==> src/rtl/rnpr_pkg.sv <==
// Shared constants, codes and controller/datapath handshake structs for the
// RIST null-packet restore planner. No dependencies.
package rnpr_pkg;

  localparam int PLEN_W = 11;
  localparam int HLEN_W = 10;
  localparam int SEQ_W  = 32;
  localparam int IDX_W  = 4;
  localparam int SIZE_W = 8;
  localparam int NPD_W  = 7;

  localparam logic [15:0]       RIST_PROFILE   = 16'h5249;  // "RI"
  localparam logic [15:0]       RIST_EXT_WORDS = 16'd1;
  localparam logic [SEQ_W-1:0]  STALE_LIMIT    = 32'd32767;
  localparam logic [SIZE_W-1:0] TS_SIZE_SHORT  = 8'd188;
  localparam logic [SIZE_W-1:0] TS_SIZE_LONG   = 8'd204;
  localparam logic [IDX_W-1:0]  MAX_TS_ENTRIES = 4'd14;
  localparam logic [HLEN_W-1:0] EXT_HDR_BYTES  = 10'd8;

  typedef enum logic [1:0] {
    ACT_PASS  = 2'd0,
    ACT_DROP  = 2'd1,
    ACT_STRIP = 2'd2,
    ACT_ENTRY = 2'd3
  } action_t;

  // Commands from controller to datapath.
  typedef struct packed {
    logic take;         // input port open
    logic decode;       // classify the latched request, update sequence state
    logic div_step;     // one subtract step of the size/count divider
    logic plan;         // latch TS size and packet count
    logic emit_single;  // load the one-result answer into the output register
    logic emit_entry;   // load the next TS entry into the output register
  } cmd_t;

  // Status from datapath to controller.
  typedef struct packed {
    logic in_fire;
    logic single;
    logic div_done;
    logic size_bad;
    logic out_free;
    logic last_entry;
  } status_t;

endpackage

==> src/rtl/rnpr_if.sv <==
// Valid/ready channel interfaces for request and result items.
// Depends on rnpr_pkg.
interface rnpr_in_if;
  logic                        valid;
  logic                        ready;
  logic                        has_extension;
  logic [15:0]                 ext_profile;
  logic [15:0]                 ext_words;
  logic [7:0]                  ext_byte0;
  logic [7:0]                  ext_byte1;
  logic [15:0]                 seq_high;
  logic [15:0]                 rtp_seq;
  logic [rnpr_pkg::PLEN_W-1:0] payload_len;
  logic [rnpr_pkg::HLEN_W-1:0] header_len;

  modport source (
    output valid, has_extension, ext_profile, ext_words, ext_byte0, ext_byte1,
           seq_high, rtp_seq, payload_len, header_len,
    input  ready
  );
  modport sink (
    input  valid, has_extension, ext_profile, ext_words, ext_byte0, ext_byte1,
           seq_high, rtp_seq, payload_len, header_len,
    output ready
  );
endinterface

interface rnpr_out_if;
  logic                        valid;
  logic                        ready;
  rnpr_pkg::action_t           action;
  logic [rnpr_pkg::IDX_W-1:0]  ts_index;
  logic                        is_null;
  logic [rnpr_pkg::PLEN_W-1:0] copy_offset;
  logic                        copy_ok;
  logic [rnpr_pkg::SIZE_W-1:0] ts_size;
  logic [rnpr_pkg::IDX_W-1:0]  packet_count;
  logic [rnpr_pkg::HLEN_W-1:0] stripped_header_len;
  logic [rnpr_pkg::SEQ_W-1:0]  max_seq_seen;
  logic                        ext_seq_seen;
  logic                        last;

  modport source (
    output valid, action, ts_index, is_null, copy_offset, copy_ok, ts_size,
           packet_count, stripped_header_len, max_seq_seen, ext_seq_seen, last,
    input  ready
  );
  modport sink (
    input  valid, action, ts_index, is_null, copy_offset, copy_ok, ts_size,
           packet_count, stripped_header_len, max_seq_seen, ext_seq_seen, last,
    output ready
  );
endinterface

==> src/rtl/rnpr_ctrl.sv <==
// Sequencing state machine of the restore planner.
// Depends on rnpr_pkg; drives cmd_t, reads status_t.
module rnpr_ctrl (
  input  logic              clk,
  input  logic              rst_n,
  input  rnpr_pkg::status_t status,
  output rnpr_pkg::cmd_t    cmd
);
  import rnpr_pkg::*;

  typedef enum logic [4:0] {
    S_IDLE   = 5'b00001,
    S_DECODE = 5'b00010,
    S_DIV    = 5'b00100,
    S_SINGLE = 5'b01000,
    S_EMIT   = 5'b10000
  } state_t;

  state_t state_r, state_nxt;

  always_comb begin
    cmd       = '0;
    state_nxt = state_r;
    unique case (state_r)
      S_IDLE: begin
        cmd.take = 1'b1;
        if (status.in_fire) state_nxt = S_DECODE;
      end
      S_DECODE: begin
        cmd.decode = 1'b1;
        state_nxt  = status.single ? S_SINGLE : S_DIV;
      end
      S_DIV: begin
        cmd.div_step = 1'b1;
        if (status.div_done) begin
          if (status.size_bad) begin
            state_nxt = S_SINGLE;
          end else begin
            cmd.plan  = 1'b1;
            state_nxt = S_EMIT;
          end
        end
      end
      S_SINGLE: begin
        if (status.out_free) begin
          cmd.emit_single = 1'b1;
          state_nxt       = S_IDLE;
        end
      end
      S_EMIT: begin
        if (status.out_free) begin
          cmd.emit_entry = 1'b1;
          if (status.last_entry) state_nxt = S_IDLE;
        end
      end
      default: state_nxt = S_IDLE;
    endcase
  end

  always_ff @(posedge clk) begin
    if (!rst_n) state_r <= S_IDLE;
    else        state_r <= state_nxt;
  end

endmodule

==> src/rtl/rnpr_dp.sv <==
// Datapath of the restore planner: request latch, sequence state, size
// divider, entry walker and output register. Depends on rnpr_pkg, rnpr_if.
module rnpr_dp (
  input  logic              clk,
  input  logic              rst_n,
  input  rnpr_pkg::cmd_t    cmd,
  output rnpr_pkg::status_t status,
  rnpr_in_if.sink           in_chan,
  rnpr_out_if.source        out_chan
);
  import rnpr_pkg::*;

  // Latched request
  logic               has_ext_r;
  logic [15:0]        profile_r, words_r, seqh_r, seq_r;
  logic [7:0]         byte0_r, byte1_r;
  logic [PLEN_W-1:0]  plen_r;
  logic [HLEN_W-1:0]  hlen_r;

  // Sequence state
  logic [SEQ_W-1:0]   max_r, max_nxt;
  logic               eflag_r, eflag_nxt;

  // Work registers
  action_t            kind_r;
  logic [SIZE_W-1:0]  size_r;
  logic [PLEN_W-1:0]  rem188_r, rem204_r;
  logic [IDX_W-1:0]   q188_r, q204_r;
  logic [IDX_W-1:0]   count_r, idx_r;
  logic [PLEN_W:0]    off_r;

  // Output register
  logic               out_valid_r, out_valid_nxt;
  action_t            out_action_r;
  logic [IDX_W-1:0]   out_idx_r, out_count_r;
  logic               out_null_r, out_ok_r, out_eflag_r, out_last_r;
  logic [PLEN_W-1:0]  out_src_r;
  logic [SIZE_W-1:0]  out_size_r;
  logic [HLEN_W-1:0]  out_hlen_r;
  logic [SEQ_W-1:0]   out_max_r;

  // Decode terms
  logic               nflag, eflag, is_rist, stale, ahead;
  logic [SIZE_W-1:0]  flag_size;
  logic [NPD_W-1:0]   npd;
  logic [2:0]         ndel;
  logic [SEQ_W-1:0]   ext_seq;
  logic [SEQ_W:0]     diff;
  logic [HLEN_W-1:0]  hstrip;

  // Plan and entry terms
  logic               zero_len, size_bad, pick188, div_done;
  logic [SIZE_W-1:0]  size_sel;
  logic [IDX_W-1:0]   q_sel;
  logic [IDX_W:0]     count_raw;
  logic [IDX_W-1:0]   count_sel;
  logic [7:0]         del_vec;
  logic               is_del, copy_ok, last_entry;
  logic [PLEN_W+1:0]  end_off;
  logic [IDX_W:0]     idx_inc;

  assign nflag     = byte0_r[7];
  assign eflag     = byte0_r[6];
  assign flag_size = byte1_r[7] ? TS_SIZE_LONG : TS_SIZE_SHORT;
  assign npd       = byte1_r[NPD_W-1:0];
  assign is_rist   = has_ext_r && (profile_r == RIST_PROFILE) &&
                     (words_r == RIST_EXT_WORDS);
  assign ext_seq   = {seqh_r, seq_r};
  assign diff      = {1'b0, max_r} - {1'b0, ext_seq};
  // no borrow and above STALE_LIMIT: packet is more than 32767 behind the running maximum
  assign stale     = eflag && !diff[SEQ_W] && (diff[SEQ_W-1:0] > STALE_LIMIT);
  assign ahead     = diff[SEQ_W];
  assign hstrip    = (hlen_r >= EXT_HDR_BYTES) ? hlen_r - EXT_HDR_BYTES : '0;

  always_comb begin
    ndel = '0;
    for (int i = 0; i < NPD_W; i++) begin
      ndel = ndel + {2'b00, npd[i]};
    end
  end

  // Deleted-packet bits run MSB first: entry 0 owns bit 6.
  always_comb begin
    del_vec = '0;
    for (int i = 0; i < NPD_W; i++) begin
      del_vec[i] = npd[NPD_W-1-i];
    end
  end

  assign div_done  = (rem188_r < PLEN_W'(TS_SIZE_SHORT)) &&
                     (rem204_r < PLEN_W'(TS_SIZE_LONG));
  assign zero_len  = (plen_r == '0);
  assign size_bad  = !zero_len && (rem188_r != '0) && (rem204_r != '0);
  assign pick188   = zero_len ? !byte1_r[7] : (rem188_r == '0);
  assign size_sel  = pick188 ? TS_SIZE_SHORT : TS_SIZE_LONG;
  assign q_sel     = pick188 ? q188_r : q204_r;
  assign count_raw = {1'b0, q_sel} + (IDX_W+1)'(ndel);
  assign count_sel = (count_raw > (IDX_W+1)'(MAX_TS_ENTRIES)) ? MAX_TS_ENTRIES
                                                                : count_raw[IDX_W-1:0];

  assign is_del     = (idx_r < IDX_W'(NPD_W)) && del_vec[idx_r[2:0]];
  assign end_off    = {1'b0, off_r} + (PLEN_W+2)'(size_r);
  assign copy_ok    = end_off <= (PLEN_W+2)'(plen_r);
  assign idx_inc    = {1'b0, idx_r} + (IDX_W+1)'(1);
  assign last_entry = (idx_inc == {1'b0, count_r});

  // Hold the input closed while reset is asserted.
  assign in_chan.ready     = cmd.take && rst_n;
  assign status.in_fire    = cmd.take && rst_n && in_chan.valid;
  assign status.single     = !is_rist || stale || !(nflag && (ndel != '0));
  assign status.div_done   = div_done;
  assign status.size_bad   = size_bad;
  assign status.out_free   = !out_valid_r || out_chan.ready;
  assign status.last_entry = last_entry;

  // Request latch
  always_ff @(posedge clk) begin
    if (status.in_fire) begin
      has_ext_r <= in_chan.has_extension;
      profile_r <= in_chan.ext_profile;
      words_r   <= in_chan.ext_words;
      byte0_r   <= in_chan.ext_byte0;
      byte1_r   <= in_chan.ext_byte1;
      seqh_r    <= in_chan.seq_high;
      seq_r     <= in_chan.rtp_seq;
      plen_r    <= in_chan.payload_len;
      hlen_r    <= in_chan.header_len;
    end
  end

  // Sequence state: flag follows every one-word RIST extension, max only grows
  always_comb begin
    max_nxt   = max_r;
    eflag_nxt = eflag_r;
    if (cmd.decode && is_rist) begin
      eflag_nxt = eflag;
      if (eflag && !stale && ahead) max_nxt = ext_seq;
    end
  end

  always_ff @(posedge clk) begin
    if (!rst_n) begin
      max_r   <= '0;
      eflag_r <= 1'b0;
    end else begin
      max_r   <= max_nxt;
      eflag_r <= eflag_nxt;
    end
  end

  // Divider and entry walker
  always_ff @(posedge clk) begin
    if (cmd.decode) begin
      kind_r   <= !is_rist ? ACT_PASS : (stale ? ACT_DROP : ACT_STRIP);
      size_r   <= flag_size;
      rem188_r <= plen_r;
      rem204_r <= plen_r;
      q188_r   <= '0;
      q204_r   <= '0;
    end
    if (cmd.div_step) begin
      if (rem188_r >= PLEN_W'(TS_SIZE_SHORT)) begin
        rem188_r <= rem188_r - PLEN_W'(TS_SIZE_SHORT);
        q188_r   <= q188_r + IDX_W'(1);
      end
      if (rem204_r >= PLEN_W'(TS_SIZE_LONG)) begin
        rem204_r <= rem204_r - PLEN_W'(TS_SIZE_LONG);
        q204_r   <= q204_r + IDX_W'(1);
      end
    end
    if (cmd.plan) begin
      size_r  <= size_sel;
      count_r <= count_sel;
      idx_r   <= '0;
      off_r   <= '0;
    end
    if (cmd.emit_entry) begin
      idx_r <= idx_inc[IDX_W-1:0];
      if (!is_del) off_r <= off_r + (PLEN_W+1)'(size_r);
    end
  end

  // Output register
  always_comb begin
    out_valid_nxt = out_valid_r;
    if (cmd.emit_single || cmd.emit_entry) out_valid_nxt = 1'b1;
    else if (out_chan.ready)               out_valid_nxt = 1'b0;
  end

  always_ff @(posedge clk) begin
    if (!rst_n) out_valid_r <= 1'b0;
    else        out_valid_r <= out_valid_nxt;
  end

  always_ff @(posedge clk) begin
    if (cmd.emit_single) begin
      out_action_r <= kind_r;
      out_idx_r    <= '0;
      out_null_r   <= 1'b0;
      out_src_r    <= '0;
      out_ok_r     <= 1'b0;
      out_size_r   <= (kind_r == ACT_STRIP) ? size_r : '0;
      out_count_r  <= '0;
      out_hlen_r   <= (kind_r == ACT_STRIP) ? hstrip : '0;
      out_max_r    <= max_r;
      out_eflag_r  <= eflag_r;
      out_last_r   <= 1'b1;
    end else if (cmd.emit_entry) begin
      out_action_r <= ACT_ENTRY;
      out_idx_r    <= idx_r;
      out_null_r   <= is_del;
      out_src_r    <= (!is_del && copy_ok) ? off_r[PLEN_W-1:0] : '0;
      out_ok_r     <= !is_del && copy_ok;
      out_size_r   <= size_r;
      out_count_r  <= count_r;
      out_hlen_r   <= hstrip;
      out_max_r    <= max_r;
      out_eflag_r  <= eflag_r;
      out_last_r   <= last_entry;
    end
  end

  assign out_chan.valid               = out_valid_r;
  assign out_chan.action              = out_action_r;
  assign out_chan.ts_index            = out_idx_r;
  assign out_chan.is_null             = out_null_r;
  assign out_chan.copy_offset         = out_src_r;
  assign out_chan.copy_ok             = out_ok_r;
  assign out_chan.ts_size             = out_size_r;
  assign out_chan.packet_count        = out_count_r;
  assign out_chan.stripped_header_len = out_hlen_r;
  assign out_chan.max_seq_seen        = out_max_r;
  assign out_chan.ext_seq_seen        = out_eflag_r;
  assign out_chan.last                = out_last_r;

  // A foreign packet leaves the sequence state alone.
  a_foreign_no_state: assert property (@(posedge clk) disable iff (!rst_n)
    cmd.decode && !is_rist |=> $stable(max_r) && $stable(eflag_r))
    else $error("sequence state changed on a non-RIST packet");

  // The running maximum never falls.
  a_max_monotonic: assert property (@(posedge clk) disable iff (!rst_n)
    cmd.decode |=> max_r >= $past(max_r))
    else $error("max sequence decreased");

  // A valid copy never reaches past the payload.
  a_copy_in_bounds: assert property (@(posedge clk) disable iff (!rst_n)
    cmd.emit_entry && !is_del && copy_ok |=>
      (12'(out_src_r) + 12'(out_size_r)) <= 12'(plen_r))
    else $error("copy offset runs past payload");

endmodule

==> src/rtl/rist_null_packet_restore_planner.sv <==
// Top level of the RIST null-packet restore planner.
// Depends on rnpr_pkg, rnpr_if, rnpr_ctrl and rnpr_dp.

// The planner takes the header summary of one RTP packet per request and
// answers with one or more result items on the output channel. A packet
// without a one-word RIST extension (profile "RI") passes with a single
// pass result. A RIST packet with the E flag forms a 32-bit extended
// sequence number; one more than 32767 behind the largest seen is dropped
// with a single drop result, otherwise the largest is advanced. A RIST
// packet whose N flag is set and whose deleted-packet bits are not all zero
// is restored: the TS size follows the payload length when that is a
// multiple of 188 or 204, the entry count is payload/size plus the number
// of deleted bits (capped at 14), and one entry per TS packet comes out,
// either a regenerated null packet or a payload copy offset with a valid
// flag; the last entry carries last. Entries from index 7 on are never
// null. Every other RIST packet, and a restore whose payload length fits
// neither TS size, gets a single strip result. The block handles one
// request at a time. A single-result request passes through decode and
// has its result loaded once the output register is free; a restore runs
// the size divider, one subtract per cycle, and then the entry walker,
// one entry per cycle while the output register is free. The output
// register lets the next request be accepted while the final result
// still waits for the sink. The input is held closed while reset is
// asserted.
module rist_null_packet_restore_planner (
  input  logic       clk,
  input  logic       rst_n,
  rnpr_in_if.sink    in_chan,
  rnpr_out_if.source out_chan
);
  import rnpr_pkg::*;

  cmd_t    cmd;
  status_t status;

  // Sequencer: idle -> decode -> single answer, or decode -> divide -> walk entries (single answer if size bad)
  rnpr_ctrl u_ctrl (
    .clk    (clk),
    .rst_n  (rst_n),
    .status (status),
    .cmd    (cmd)
  );

  // Datapath: holds the request, sequence state and output register
  rnpr_dp u_dp (
    .clk      (clk),
    .rst_n    (rst_n),
    .cmd      (cmd),
    .status   (status),
    .in_chan  (in_chan),
    .out_chan (out_chan)
  );

endmodule
==> src/flat_wrapper.sv <==
// flat-port wrapper written by rule: the top's interface ports become plain ports
module rist_null_packet_restore_planner_flat import rnpr_pkg::*;
  (clk, rst_n, in_chan_valid, in_chan_has_extension, in_chan_ext_profile, in_chan_ext_words, in_chan_ext_byte0, in_chan_ext_byte1, in_chan_seq_high, in_chan_rtp_seq, in_chan_payload_len, in_chan_header_len, in_chan_ready, out_chan_valid, out_chan_action, out_chan_ts_index, out_chan_is_null, out_chan_copy_offset, out_chan_copy_ok, out_chan_ts_size, out_chan_packet_count, out_chan_stripped_header_len, out_chan_max_seq_seen, out_chan_ext_seq_seen, out_chan_last, out_chan_ready);
  rnpr_in_if in_chan_i ();
  rnpr_out_if out_chan_i ();
  input  logic clk;
  input  logic rst_n;
  input wire logic [$bits(in_chan_i.valid)-1:0] in_chan_valid;
  input wire logic [$bits(in_chan_i.has_extension)-1:0] in_chan_has_extension;
  input wire logic [$bits(in_chan_i.ext_profile)-1:0] in_chan_ext_profile;
  input wire logic [$bits(in_chan_i.ext_words)-1:0] in_chan_ext_words;
  input wire logic [$bits(in_chan_i.ext_byte0)-1:0] in_chan_ext_byte0;
  input wire logic [$bits(in_chan_i.ext_byte1)-1:0] in_chan_ext_byte1;
  input wire logic [$bits(in_chan_i.seq_high)-1:0] in_chan_seq_high;
  input wire logic [$bits(in_chan_i.rtp_seq)-1:0] in_chan_rtp_seq;
  input wire logic [$bits(in_chan_i.payload_len)-1:0] in_chan_payload_len;
  input wire logic [$bits(in_chan_i.header_len)-1:0] in_chan_header_len;
  output wire logic [$bits(in_chan_i.ready)-1:0] in_chan_ready;
  output wire logic [$bits(out_chan_i.valid)-1:0] out_chan_valid;
  output wire logic [$bits(out_chan_i.action)-1:0] out_chan_action;
  output wire logic [$bits(out_chan_i.ts_index)-1:0] out_chan_ts_index;
  output wire logic [$bits(out_chan_i.is_null)-1:0] out_chan_is_null;
  output wire logic [$bits(out_chan_i.copy_offset)-1:0] out_chan_copy_offset;
  output wire logic [$bits(out_chan_i.copy_ok)-1:0] out_chan_copy_ok;
  output wire logic [$bits(out_chan_i.ts_size)-1:0] out_chan_ts_size;
  output wire logic [$bits(out_chan_i.packet_count)-1:0] out_chan_packet_count;
  output wire logic [$bits(out_chan_i.stripped_header_len)-1:0] out_chan_stripped_header_len;
  output wire logic [$bits(out_chan_i.max_seq_seen)-1:0] out_chan_max_seq_seen;
  output wire logic [$bits(out_chan_i.ext_seq_seen)-1:0] out_chan_ext_seq_seen;
  output wire logic [$bits(out_chan_i.last)-1:0] out_chan_last;
  input wire logic [$bits(out_chan_i.ready)-1:0] out_chan_ready;
  assign in_chan_i.valid = in_chan_valid;
  assign in_chan_i.has_extension = in_chan_has_extension;
  assign in_chan_i.ext_profile = in_chan_ext_profile;
  assign in_chan_i.ext_words = in_chan_ext_words;
  assign in_chan_i.ext_byte0 = in_chan_ext_byte0;
  assign in_chan_i.ext_byte1 = in_chan_ext_byte1;
  assign in_chan_i.seq_high = in_chan_seq_high;
  assign in_chan_i.rtp_seq = in_chan_rtp_seq;
  assign in_chan_i.payload_len = in_chan_payload_len;
  assign in_chan_i.header_len = in_chan_header_len;
  assign in_chan_ready = in_chan_i.ready;
  assign out_chan_valid = out_chan_i.valid;
  assign out_chan_action = out_chan_i.action;
  assign out_chan_ts_index = out_chan_i.ts_index;
  assign out_chan_is_null = out_chan_i.is_null;
  assign out_chan_copy_offset = out_chan_i.copy_offset;
  assign out_chan_copy_ok = out_chan_i.copy_ok;
  assign out_chan_ts_size = out_chan_i.ts_size;
  assign out_chan_packet_count = out_chan_i.packet_count;
  assign out_chan_stripped_header_len = out_chan_i.stripped_header_len;
  assign out_chan_max_seq_seen = out_chan_i.max_seq_seen;
  assign out_chan_ext_seq_seen = out_chan_i.ext_seq_seen;
  assign out_chan_last = out_chan_i.last;
  assign out_chan_i.ready = out_chan_ready;
  rist_null_packet_restore_planner u_core (.clk(clk), .rst_n(rst_n), .in_chan(in_chan_i), .out_chan(out_chan_i));
endmodule
==> config.mk <==
export PLATFORM = sky130hd
export DESIGN_NAME = rist_null_packet_restore_planner_flat
export DESIGN_NICKNAME = d
export VERILOG_FILES = /design/src/rtl/rnpr_pkg.sv /design/src/rtl/rnpr_if.sv /design/src/rtl/rnpr_ctrl.sv /design/src/rtl/rnpr_dp.sv /design/src/rtl/rist_null_packet_restore_planner.sv /design/src/flat_wrapper.sv
export SDC_FILE = /design/constraint.sdc
export NUM_CORES = 1
export LEC_CHECK = 0
export ABC_AREA = 1
export BUFFER_PORTS_ARGS = -buffer_cell sky130_fd_sc_hd__buf_2
export CAP_MARGIN = 20
export CELL_PAD_IN_SITES_DETAIL_PLACEMENT = 0
export CELL_PAD_IN_SITES_GLOBAL_PLACEMENT = 1
export CORE_ASPECT_RATIO = 1.1
export CORE_MARGIN = 2
export CORE_UTILIZATION = 47
export DETAILED_ROUTE_END_ITERATION = 12
export PLACE_DENSITY = 0.87
export SYNTH_ARGS = -nofsm -noshare
export SYNTH_HDL_FRONTEND = slang
export SYNTH_SLANG_ARGS = --single-unit
export TNS_END_PERCENT = 20
==> constraint.sdc <==
create_clock -name clk -period 17.7 [get_ports clk]
set_input_delay 0 -clock clk [delete_from_list [all_inputs] [get_ports clk]]
set_output_delay 0 -clock clk [all_outputs]
set_load 0.1 [all_outputs]
# Yosys cells after proc, flatten, opt, wreduce, memory -nomap -nowiden
# Index checks and enable logic that the tools add are counted.
# totals
regBits,276
in_bits,106
output_inout_bits,77
word_cells,169
# op_classes
addsub,16
order_cmp,10
eq_ne,14
muxes,58
reduce_logical,38
# op_table
operator,count
11-bit two-way mux,7
32-bit two-way mux,2
10-bit two-way mux,4
4-bit two-way mux,10
8-bit two-way mux,5
12-bit two-way mux,3
32-bit by 32-bit subtractor with 33-bit output,1
"32-bit by 15-bit greater-than comparator with 1-bit output, second input constant",1
5-bit two-way mux,6
5-bit one-hot mux with 5 select lines,1
"11-bit by 8-bit >= comparator with 1-bit output, second input constant",2
11-bit zero test,2
"11-bit by 8-bit < comparator with 1-bit output, second input constant",2
11-bit nonzero test,2
"11-bit by 8-bit subtractor with 11-bit output, second input constant",2
"16-bit by 1-bit equality test with 1-bit output, second input constant",1
"16-bit by 15-bit equality test with 1-bit output, second input constant",1
1-bit logical AND,15
7-bit two-way mux,2
12-bit by 8-bit adder with 13-bit output,1
13-bit by 11-bit less-or-equal comparator with 1-bit output,1
1-bit two-way mux,13
12-bit by 8-bit adder with 12-bit output,1
3-bit by 1-bit adder with 3-bit output,4
other kinds (27),47

# Longest topological paths before layout
# Gate-level depths: netlist of run 1.
# logic_depth
depth_word,12
depth_mapped,24
depth_no_buf,24

# Modules after synthesis
# From an unflattened synthesis of run 1, not the netlist that was laid out.
# unflattened
cells_unflattened,1482
hier_area_um2,13010.0
# by_module_without_submodules
module,n_inst,cells_each,area_each_um2,seq_area_each_um2
rnpr_dp,1,1425,12642.1,6706.4
rnpr_ctrl,1,57,367.9,100.1

# Least setup slack after synthesis of run 1
# OpenSTA, ideal clock, no wires.
# synth_timing
kind,reg-to-reg
from,reg u_core.u_ctrl.state_r[2]
to,reg u_core.u_ctrl.state_r[0]
setup_time_ns,0.080
t_arrival_ns,8.524
required_time_ns,17.620
slack_ns,9.095
stages_incl_launch_ff,7
path_buffers,0
synth_period_minus_slack_ns,8.605
path_cell_list,dfxtp_1 > nor2_1 > nand4_1 > nor3b_1 > o2111a_1 > nand4_1 > o211ai_1
# synth_lines
item,line,source
"start, declared",rnpr_ctrl.sv:19,"state_t state_r, state_nxt;"
"start signal, assigned",rnpr_ctrl.sv:62,else state_r <= state_nxt;

# Final worst setup path of run 1
# layout_timing
from,reg u_core.u_dp.byte1_r[0]
to,reg u_core.u_dp.count_r[0] (data pin)
# layout_via
elab_chain_cells,8
# layout_rtl
item,line,source
"start, declared",rnpr_dp.sv:16,"logic [7:0] byte0_r, byte1_r;"
"start signal, assigned",rnpr_dp.sv:123,byte1_r <= in_chan.ext_byte1;
1-bit by 1-bit adder with 2-bit output *,rnpr_dp.sv:78,"ndel = ndel + {2'b00, npd[i]};"
2-bit by 1-bit adder with 3-bit output *,rnpr_dp.sv:78,
3-bit by 1-bit adder with 3-bit output * (4 in a row),rnpr_dp.sv:78,
4-bit by 3-bit adder with 5-bit output *,rnpr_dp.sv:97,"assign count_raw = {1'b0, q_sel} + (IDX_W+1)'(ndel);"
5-bit by 4-bit greater-than comparator with 1-bit output,rnpr_dp.sv:98,assign count_sel = (count_raw > (IDX_W+1)'(MAX_TS_ENTRIES)) ? MAX_TS_ENTRIES
"end signal, assigned",rnpr_dp.sv:173,count_r <= count_sel;
"end, declared",rnpr_dp.sv:29,"logic [IDX_W-1:0] count_r, idx_r;"
# Every way passes the cells marked *; elsewhere a longest branch is shown, timed or not.
# A chain may end at the register's enable or synchronous reset.

==> results of run 1 <==
==> cell usage in the layout (no fill, tap or decap), drive strengths merged, types with 14 or more instances in the layout <==
cell and n:
dfxtp 97, edfxtp 162, dlygate4sd3 98, nor3 15, nor2 115, nand2 378, ha 58, o21ai 80
a21oi 78, buf 180, inv 278, clkinv 14, clkbuf 41, nand3 66, nand4 19, xor2 15
==> layer usage <==
layer / up-vias / GRT usage
met4: 0 / 0.06416
met2: 192 / 0.4035
met3: 59 / 0.02711
met5: - / 0
li1: 5333 / -
met1: 4697 / 0.2481
==> synthesized netlist by cell type, types with 2 or more instances <==
cell type / number / area [um2]
clkbuf_1: 9 / 33.78
o31ai_1: 2 / 15.01
o21ai_2: 2 / 17.52
nor2_1: 97 / 364.1
a21o_1: 3 / 22.52
nand2_1: 364 / 1366
a211oi_1: 2 / 15.01
nor2_4: 5 / 56.30
fa_1: 6 / 120.1
buf_4: 6 / 45.04
xnor2_1: 8 / 70.07
a21oi_1: 74 / 370.4
nor2_2: 13 / 81.33
o21ai_0: 31 / 155.2
buf_6: 3 / 33.78
nand3b_1: 3 / 22.52
nand3_1: 64 / 320.3
nor3_2: 2 / 20.02
nand3_2: 2 / 20.02
nor4_1: 3 / 18.77
xor2_1: 15 / 131.4
clkinv_1: 4 / 15.01
o221ai_1: 2 / 17.52
and2_1: 3 / 18.77
or2_1: 2 / 12.51
a21boi_0: 2 / 15.01
buf_2: 6 / 30.03
o211ai_1: 9 / 67.56
mux2i_1: 3 / 30.03
nor3b_1: 4 / 30.03
a221oi_1: 4 / 35.03
o22ai_1: 7 / 43.79
o21ai_1: 47 / 235.2
dfxtp_1: 97 / 1942
edfxtp_1: 162 / 4865
inv_1: 263 / 987.2
a21oi_2: 3 / 26.28
inv_2: 14 / 52.55
ha_1: 58 / 725.7
nor3_1: 12 / 60.06
nand4_1: 18 / 112.6
o21bai_1: 3 / 22.52
nand2_2: 14 / 87.58
o41ai_1: 2 / 17.52
nor4_2: 3 / 37.54
==> kinds of logic (layout without fill, tap and decap cells) <==
kind of cell | after synthesis | after routing | synth area share
buffers and inverters | 306 | 612 | 0.09321
flip-flops | 259 | 259 | 0.5271
AND/OR/NAND/NOR | 614 | 614 | 0.2080
AO/OA/AOI/OAI | 199 | 199 | 0.08798
other | 1 | 3 | 0.0002904
multiplexers | 3 | 3 | 0.002325
adder cells (fa/ha/maj) | 64 | 64 | 0.06550
XOR/XNOR | 23 | 23 | 0.01560
==> final cells by class <==
class,instances,share of cell area
Sequential cell,259,0.4240
Multi-Input combinational cell,905,0.3070
Timing Repair Buffer,278,0.1182
Inverter,282,0.06610
Clock buffer,41,0.05098
Tap cell,357,0.02783
Clock inverter,11,0.005768
Antenna cell,1,0.0001559
==> state kept, by name (all words and copies together), names as in the netlist, 4 cells and up <==
name                                      count
u_core.u_dp.out_chan.packet_count             4
u_core.u_ctrl.state_r                         5
u_core.u_dp.out_chan.stripped_header_len     10
u_core.u_dp.out_chan.max_seq_seen            32
u_core.u_dp.out_chan.copy_offset             11
u_core.u_dp.count_r                           4
u_core.u_dp.idx_r                             4
u_core.u_dp.byte1_r                           8
u_core.u_dp.words_r                          16
u_core.u_dp.profile_r                        16
u_core.u_dp.plen_r                           11
u_core.u_dp.q204_r                            4
u_core.u_dp.seqh_r                           16
u_core.u_dp.max_r                            32
u_core.u_dp.rem204_r                         11
u_core.u_dp.q188_r                            4
u_core.u_dp.off_r                            12
u_core.u_dp.out_chan.ts_index                 4
u_core.u_dp.hlen_r                           10
u_core.u_dp.rem188_r                         11
u_core.u_dp.seq_r                            16
==> worst paths after layout <==
path                           from                                    to  cells after the start
min                           rst_n              u_core.u_ctrl.state_r[0]                      2
max          u_core.u_dp.byte1_r[0]                u_core.u_dp.count_r[0]                     13
max reg2reg  u_core.u_dp.byte1_r[0]                u_core.u_dp.count_r[0]                     13
min reg2reg    u_core.u_dp.max_r[0]  u_core.u_dp.out_chan.max_seq_seen[0]                      0
==> per-stage QoR <==
stage	setup slack [ns]	hold WS, ns	cell area, um2	util	total power [mW]
final	13.87	0.03852	16050	0.5954	1.476
after global routing	13.64	0.04243	16050	0.5954	1.544
after CTS	13.88	0.002671	16050	0.5953	1.487
after detailed placement	13.89	0.1781	14160	0.5252	0.9011
after global placement	13.93	0.1769	14160	0.5252	0.8948
after floorplan	9.095	0.09887	12920	-	0.8556
==> repair_timing <==
action                                 CTS  global route
hold buffers                            98             0
setup endpoints to repair                0             0
endpoints found under the hold margin  116             0
==> power by group through the flow <==
stage	Combinational (mW)	Sequential (mW)	Clock, mW
6_report	0.200	0.708	0.567
3_3_place_gp	0.176	0.718	0
2_1_floorplan	0.125	0.731	0
5_1_grt	0.227	0.712	0.605
4_1_cts	0.200	0.708	0.580
3_5_place_dp	0.181	0.720	0
==> metrics.md, run 1 <==
| Metric | Value |
|---|---|
| Initial antenna violation count | 1 |
| Total grt overflow | 0 |
| Bufs on Longest Clock Path | 3 |
| Met2 wire length | 16.02 mm |
| Root Driver | clkbuf_16 |
| First-pass GRT wire length | 49.04 mm |
| Top cell by count, worst path | fa_1 |
| Iteration-0 DRC count of the detailed router | 505 |
| Largest net degree at the start of global routing | 68 |
| Total number of vias | 10280 |
| Non-filler cells, final | 2134 |
| Core ar. | 26960 um2 |
| Maxcap violations | 0 |
| Gr usage total | 0.2123 |
| Cell family with most CP delay | adder cells |
| Setup Buffers After CTS | 0 |
| RePlAce Congestion | 0.8746 |
| Share of layout cells above drive strength 1 | 0.1650 |
| Inserted Clock Buffers | 28 |
| Top routing layer in use | met4 |
| Sw Share | 0.2572 |
| Clock latency at the later pin of the worst-skew pair | 0.55 ns |
| FF-to-FF setup slack | 13.87 ns |
| Element type at the critical path end | register |
| Lkg Pwr | 7.601 nW |
| Post-synth top flop | edfxtp_1 |
| Top fanout value on the critical path | 3 |
| Met3 wire len | 1.092 mm |
| Die height | 177.9 um |
| Worst Setup Path Type | register to register |
| Reg power frac | 0.480 |
| Row count | 63 |
| Yosys warnings | 0 |
| # placed instances | 1983 |
| Final wirelength | 30.58 mm |
| CTS tree | built |
| Port buffer count | 174 |
| Multi-input logic area | 4927 um2 |
| Worst-Margin Slew | 0.9223 ns |
| Avg WL per Cell | 14.33 um |
| Clock power share | 0.384 |
| Number of flops mapped to enable cells by yosys | 162 |
| Final setup violation count | 0 |
| Status | completed |
| TNS Setup | 0 ns |
| Register area share after synthesis | 0.5271 |
| Net Switching | 0.3796 mW |
| 1st-pass router iterations | 5 |
| Worst EP arrival | 4.13 ns |
| Syn avg cell area | 8.791 um2 |
| Initial Util | 0.4790 |
| Logic pwr share | 0.136 |
| Area added between synthesis and finish | 24.30% |
| Final #Nets | 1924 |
| Crit path time final | 3.828 ns |
| Total number of H-tree levels | 1 |
| Fin. Hold Viols | 0 |
| Int Pwr | 1.096 mW |
| Fillers | 2395 |
| Pins over their slew limit | 0 |
| IO Count | 183 |
| Synth Register Bits | 259 |
| Syn Std Cell Area | 12910 um2 |
| Fmax achieved | 261.3 MHz |
| WL met1 | 12.67 mm |
| CP startpoint kind | register |
| Register Area | 6807 um2 |
| Asr flop ratio synth | 0 |
| Hold Path Class | input port to register |
| RSZ-0062 raised after global routing | no |
| Via density | 4.818 |
| Num Clock Sinks | 259 |
| Antenna violation net count after detailed routing | 0 |
| Relative slew slack | 0.3784 |
| Cells after Synth | 1469 |
| CP max-delay cell | fa_1 |
| Post-DP HPWL | 22.02 mm |
| Vias in the first global route | 10270 |
| Pwr dens | 91.93 nW/um2 |
| WP buf/inv | 2 |
| Synth cell types | 58 |
| Peak supply drop | 0.00007531 V |
| Clock Skews | 0.02654 ns |
| Worst EP required | 18.00 ns |
| Slowest stage delay, CP | 0.55 ns |
| Share of the clock period used by the worst path | 0.2163 |
| PostCTS Resize Cnt | 0 |
| Die area | 28820 um2 |
| Die X | 162.0 um |
| Clock-pin slew on the worst setup and hold paths | 0.06 ns |
| # DRC | 0 |
| Critical-path cell list | fa_1 > inv_1 > fa_1 > fa_1 > fa_1 > inv_1 > ha_1 > a21o_1 > a21oi_1 > xor2_1 > nand3_1 > o21ai_1 > nor2_1 |
(Power assumes the default switching activity.)
==> run 2: changes to the inputs <==
CORE_UTILIZATION = 39   (was 47)
PLACE_DENSITY = 0.78   (was 0.87)
clock period = 3.5 ns   (was 17.7 ns; I/O delays follow)
==> run 2 against run 1 <==
Compared with the run above: the run now ends with setup timing left; critical path depth is the same; via count up 0.65%; cell area rose by 1.8%; die area increased by 20%; clock power rose to 5.6 times the previous value; clock skew fell by 0.00073 ns.
==> metrics.md, run 2 (synthesis gave the netlist of run 1 again) <==
| Metric | Value |
|---|---|
| Post-DP Area | 14300 um2 |
| Initial Util | 0.3978 |
| Worst Setup Path Type | register to register |
| Leading cell type in the layout, fill and taps excluded | nand2_1 |
| 1st-pass router iterations | 5 |
| WP buf/inv | 2 |
| Net Switching | 2.008 mW |
| Logic pwr share | 0.132 |
| Via density | 4.682 |
| Clock-pin slew on the worst setup and hold paths | 0.06 ns |
| TNS Setup | -0.4760 ns |
| Die height | 194.9 um |
| RePlAce Congestion | 0.8587 |
| Share of the clock period used by the worst path | 1.049 |
| Iteration-0 DRC count of the detailed router | 544 |
| Port buffer count | 174 |
| Clock power share | 0.408 |
| Critical-path cell list | fa_1 > inv_1 > fa_1 > fa_2 > fa_1 > inv_2 > ha_4 > a21o_1 > a21oi_2 > xor2_1 > nand3_1 > o21ai_2 > nor2_1 |
| RSZ-0062 raised after global routing | yes |
| Pins over their slew limit | 0 |
| Avg WL per Cell | 14.33 um |
| Sw Share | 0.2581 |
| Lkg Pwr | 7.672 nW |
| Fmax achieved | 272.4 MHz |
| Int Pwr | 5.771 mW |
| Cell family with most CP delay | adder cells |
| Peak supply drop | 0.0004377 V |
| Largest net degree at the start of global routing | 68 |
| Antenna violation net count after detailed routing | 0 |
| Row count | 69 |
| Share of layout cells above drive strength 1 | 0.1749 |
| Worst EP arrival | 4.00 ns |
| Slowest stage delay, CP | 0.55 ns |
| Num Clock Sinks | 259 |
| Utilization after layout | 0.5035 |
| Total number of H-tree levels | 1 |
| Final #Nets | 1931 |
| Core ar. | 32460 um2 |
| Status | complete, but fails checks |
| Final worst slack | -0.1709 ns |
| IO Count | 183 |
| Element type at the critical path end | register |
| Reg power frac | 0.460 |
| Top fanout value on the critical path | 3 |
| # DRC | 0 |
| Hold Path Class | input port to register |
| Total number of vias | 10350 |
| First-pass GRT wire length | 51.02 mm |
| Hold Startpoint | rst_n |
| Reg2reg end | u_core.u_dp.count_r[0] |
| CTS tree | built |
| Clock latency at the later pin of the worst-skew pair | 0.58 ns |
| FF-to-FF setup slack | -0.17 ns |
| Post-DP HPWL | 23.44 mm |
| CP max-delay cell | fa_1 |
| # diodes | 0 |
| Area added between synthesis and finish | 26.58% |
| Gr usage total | 0.1843 |
| Most frequent cells in the layout | nand2_1 (363), inv_1 (262), buf_2 (174) |
| Maxcap violations | 0 |
| Failing checks | setup timing |
| Hold worst-path end | u_core.u_dp.max_r[31] |
| Inserted Clock Buffers | 29 |
| Worst-Margin Slew | 0.9569 ns |
| Final wirelength | 31.68 mm |
| Fin. Hold Viols | 0 |
| FF-to-FF Start | u_core.u_dp.byte1_r[0] |
| Pwr dens | 475.9 nW/um2 |
| Initial antenna violation count | 0 |
| Total grt overflow | 0 |
| Relative slew slack | 0.3593 |
| Final setup violation count | 3 |
| WHS Path Cells | 3 |
| CP startpoint kind | register |
| Root Driver | clkbuf_16 |
| Die area | 34590 um2 |
| Clock Skews | 0.02581 ns |
| Bufs on Longest Clock Path | 3 |
| Worst Reg-to-Reg Cells | 13 |
| # placed instances | 2056 |
| Worst EP required | 3.83 ns |
| Die X | 177.5 um |
| Non-filler cells, final | 2210 |
| Post-route cell area | 16350 um2 |
| Vias in the first global route | 10350 |
| Crit path time final | 3.671 ns |
| Top cell by count, worst path | fa_1 |
run 2: worst max path at each step:
stage                             startpoint                        to  slack (ns)  depth (start not counted)
floorplan           u_core.u_ctrl.state_r[2]  u_core.u_ctrl.state_r[0]       -0.27                          6
global placement      u_core.u_dp.byte1_r[0]    u_core.u_dp.count_r[0]       -0.24                         13
detailed placement    u_core.u_dp.byte1_r[0]    u_core.u_dp.count_r[0]       -0.34                         13
CTS                   u_core.u_dp.byte1_r[0]    u_core.u_dp.count_r[0]       -0.21                         13
global route          u_core.u_dp.byte1_r[0]    u_core.u_dp.count_r[0]       -0.36                         13
finish                u_core.u_dp.byte1_r[0]    u_core.u_dp.count_r[0]       -0.17                         13
run 2: tightest hold or removal path: cells and delay by family:
kind | cells | cell delay, ns
compound gates | 2 | 0.21
buf+inv | 1 | 0.32
run 2: final cells by class:
cell class	count	area [um2]
Multi-Input combinational cell	905	4982
Tap cell	426	533.0
Sequential cell	259	6808
Fill cell	3096	16120
Clock buffer	40	839.6
Clock inverter	14	165.2
Timing Repair Buffer	284	1957
Inverter	282	1061
run 2: power groups by stage:
stage	sequential [mW]	combinational [mW]	clock, mW
2_1_floorplan	3.68	0.634	0
3_3_place_gp	3.63	0.903	0
3_5_place_dp	3.64	0.922	0
4_1_cts	3.58	1.02	3.26
5_1_grt	3.60	1.16	3.37
6_report	3.58	1.03	3.17
run 2: timing repair:
item,4_1_cts,5_1_grt
hold buffers,99,0
hold endpoints to repair,116,0
endpoints found under the setup margin,4,11
resized for setup,6,5
pin swaps,2,5
setup buffers,0,1
run 2: layer usage:
metal	part of all wire	track usage	vias up
met4	0.029	0.06315	0
met1	0.43	0.2286	4727
met5	0	0	-
met2	0.50	0.3274	211
li1	-	-	5355
met3	0.041	0.02308	55
run 2: through the flow:
stage	setup WS, ns	power [mW]	hold slack, ns
after floorplan	-0.2681	4.318	0.09887
final	-0.1709	7.780	0.02226
after detailed placement	-0.3423	4.563	0.1781
after global routing	-0.3624	8.128	0.04378
after CTS	-0.2141	7.863	0.008965
after global placement	-0.2436	4.538	0.1763
==> run 3: changes to the inputs <==
ABC_AREA = 0   (was 1)
CORE_UTILIZATION = 41   (was 39)
==> run 3 against run 2 <==
Compared with the run above: the run still ends with setup timing left; count of clock-buffer cells in the layout down 2; sequential power rose by 7.3%; die area down 9.9%; via count decreased by 12%; largest power group unchanged; utilization grew 2.6 points; critical endpoint unchanged; critical path depth decreased by 2.
==> metrics.md, run 3 <==
| Metric | Value |
|---|---|
| Vias in the first global route | 9072 |
| Top fanout value on the critical path | 2 |
| Cell taking the most area after synthesis | edfxtp_1 |
| Logic pwr share | 0.186 |
| Relative slew slack | 0.3118 |
| Worst EP arrival | 3.96 ns |
| Critical-path cell list | fa_1 > inv_1 > fa_1 > fa_2 > fa_1 > inv_2 > ha_1 > a21o_1 > a21oi_2 > xnor2_2 > o311a_1 |
| Hold Path Class | input port to register |
| Share of the clock period used by the worst path | 1.051 |
| Worst EP required | 3.78 ns |
| Sw Share | 0.2784 |
| Fmax achieved | 271.8 MHz |
| Core ar. | 29480 um2 |
| Final worst slack | -0.1796 ns |
| CP startpoint kind | register |
| RSZ-0062 raised after global routing | yes |
| Die area | 31180 um2 |
| Syn avg cell area | 11.23 um2 |
| IO Count | 183 |
| Antenna violation net count after detailed routing | 0 |
| Pins over their slew limit | 0 |
| # DRC | 0 |
| WHS Path Cells | 2 |
| Setup Buffers After CTS | 0 |
| Most frequent cells in the layout | buf_2 (175), edfxtp_1 (162), dlygate4sd3_1 (100) |
| RePlAce Congestion | 0.8823 |
| Net Switching | 2.284 mW |
| GRT met2 Usage | 0.3407 |
| Synth Register Bits | 259 |
| Synth top cells by count | edfxtp_1 (162), dfxtp_1 (97), nand2_1 (89) |
| Share of layout cells above drive strength 1 | 0.2111 |
| Element type at the critical path end | register |
| WHS | 0.1678 ns |
| Die X | 168.5 um |
| First-pass GRT wire length | 45.01 mm |
| Clock-pin slew on the worst setup and hold paths | 0.06 ns |
| GR Layer Usage met3 | 0.02650 |
| Busiest grt layer | met2 |
| Non-filler cells, final | 1782 |
| Number of flops mapped to enable cells by yosys | 162 |
| Gr usage total | 0.1802 |
| Most numerous cell in the Yosys netlist | edfxtp_1 |
| Yosys warnings | 0 |
| Total power | 8.202 mW |
| Worst Setup Path Type | register to register |
| Pwr dens | 525.1 nW/um2 |
| Post-synth top flop | edfxtp_1 |
| Via density | 5.123 |
| Root Driver | clkbuf_16 |
| Lkg Pwr | 6.392 nW |
| CTS tree | built |
| Syn Std Cell Area | 12210 um2 |
| Initial Util | 0.4142 |
| Slowest stage delay, CP | 0.55 ns |
| Total number of vias | 9129 |
| Row count | 66 |
| Synth cell types | 78 |
| Cells after Synth | 1087 |
| Maxcap violations | 0 |
| Top cell by count, worst path | fa_1 |
| Avg WL per Cell | 16.16 um |
| Bufs on Longest Clock Path | 3 |
| Inserted Clock Buffers | 28 |
| Area added between synthesis and finish | 27.92% |
| Asr flop ratio synth | 0 |
| Worst Reg-to-Reg Cells | 11 |
| Iteration-0 DRC count of the detailed router | 410 |
| Failing checks | setup timing |
| Status | complete, but fails checks |
| 1st-pass router iterations | 7 |
| Int Pwr | 5.918 mW |
| Fin. Hold Viols | 0 |
| # placed instances | 1628 |
| Reg power frac | 0.468 |
| Clock power share | 0.346 |
| Port buffer count | 174 |
| Area contributors post-synth | edfxtp_1 (40%), dfxtp_1 (16%), ha_1 (5.9%), mux2i_1 (3.0%), nand2_1 (2.7%) |
| Clock latency at the later pin of the worst-skew pair | 0.54 ns |
| M1 GR Usage | 0.2136 |
| Largest net degree at the start of global routing | 49 |
| Crit path time final | 3.680 ns |
| Num Clock Sinks | 259 |
| Total number of H-tree levels | 1 |
| Post-DP HPWL | 20.29 mm |
| Total grt overflow | 0 |
| Register area share after synthesis | 0.5574 |
| Die height | 185.0 um |
| Worst-Margin Slew | 1.021 ns |
| Final setup violation count | 4 |
| Yosys top cell area share | 0.3984 |
| Peak supply drop | 0.0003736 V |
| TNS Setup | -0.2662 ns |
| Pre-CTS setup slack | -0.2017 ns |
| Final wirelength | 28.79 mm |
| CP max-delay cell | fa_1 |
| Leading cell type in the layout, fill and taps excluded | buf_2 |
| Clock Skews | 0.008739 ns |
| Initial antenna violation count | 1 |
| Final #Nets | 1555 |
[run 3: what timing repair did]
item / in CTS / in global routing
hold buffers: 100 / 0
endpoints found under the setup margin: 6 / 18
gates cloned: 0 / 1
resized for setup: 4 / 11
pin swaps: 0 / 4
endpoints found under the hold margin: 110 / 0
[run 3: layout make-up]
class | instances | area [um2]
multi-input combinational | 704 | 4967
sequential | 259 | 6807
antenna | 1 | 2.502
tap | 374 | 467.9
clock buffer | 38 | 790.8
inverter | 85 | 319.1
fill | 2531 | 13860
clock inverter | 14 | 107.6
timing repair buffer | 307 | 2158
[run 3: through the flow]
stage	instance area, um2	util
floorplan	12220	-
global placement	13660	0.4635
detailed placement	13660	0.4635
CTS	15570	0.5282
global route	15620	0.5298
finish	15620	0.5298
[run 3: final timing paths]
path	startpoint	endpoint	slack, ns
worst min register to register	u_core.u_dp.out_chan.copy_ok	u_core.u_dp.out_chan.copy_ok	0.44
worst max-delay path	u_core.u_dp.byte1_r[0]	u_core.u_dp.count_r[0]	-0.18
worst max register to register	u_core.u_dp.byte1_r[0]	u_core.u_dp.count_r[0]	-0.18
worst min-delay path	in_chan_payload_len[0]	u_core.u_dp.plen_r[0]	0.17
[run 3: worst max-delay path: cells and delay by family (launching register included)]
family | cells | cell delay [ns]
adder cells (fa/ha/maj) | 5 | 2.13
flip-flops | 1 | 0.42
buffers and inverters | 2 | 0.10
AO/OA/AOI/OAI | 3 | 0.68
XOR/XNOR | 1 | 0.09
[run 3: kinds of logic after synthesis]
family,share of synthesized area
and+or+nand+nor,0.1449
DFF,0.5574
AOI/OAI and AO/OA,0.1314
buffers and inverters,0.04130
adders and majority gates,0.06927
muxes,0.03679
xor gates and xnor gates,0.01865
other,0.0003071
[run 3: routing by layer]
| layer | routed length (um) | part of all wire |
|---|---|---|
| met5 | 0 | 0 |
| met4 | 595 | 0.021 |
| met3 | 1043 | 0.036 |
| met2 | 15060 | 0.52 |
| met1 | 12090 | 0.42 |
[run 3: power groups by stage]
| stage | sequential [mW] | clock (mW) | combinational, mW |
|---|---|---|---|
| after global placement | 3.89 | 0 | 1.38 |
| after CTS | 3.83 | 2.91 | 1.53 |
| after detailed placement | 3.89 | 0 | 1.42 |
| final | 3.84 | 2.84 | 1.53 |
| after global routing | 3.88 | 3.03 | 1.70 |
| after floorplan | 3.94 | 0 | 0.928 |
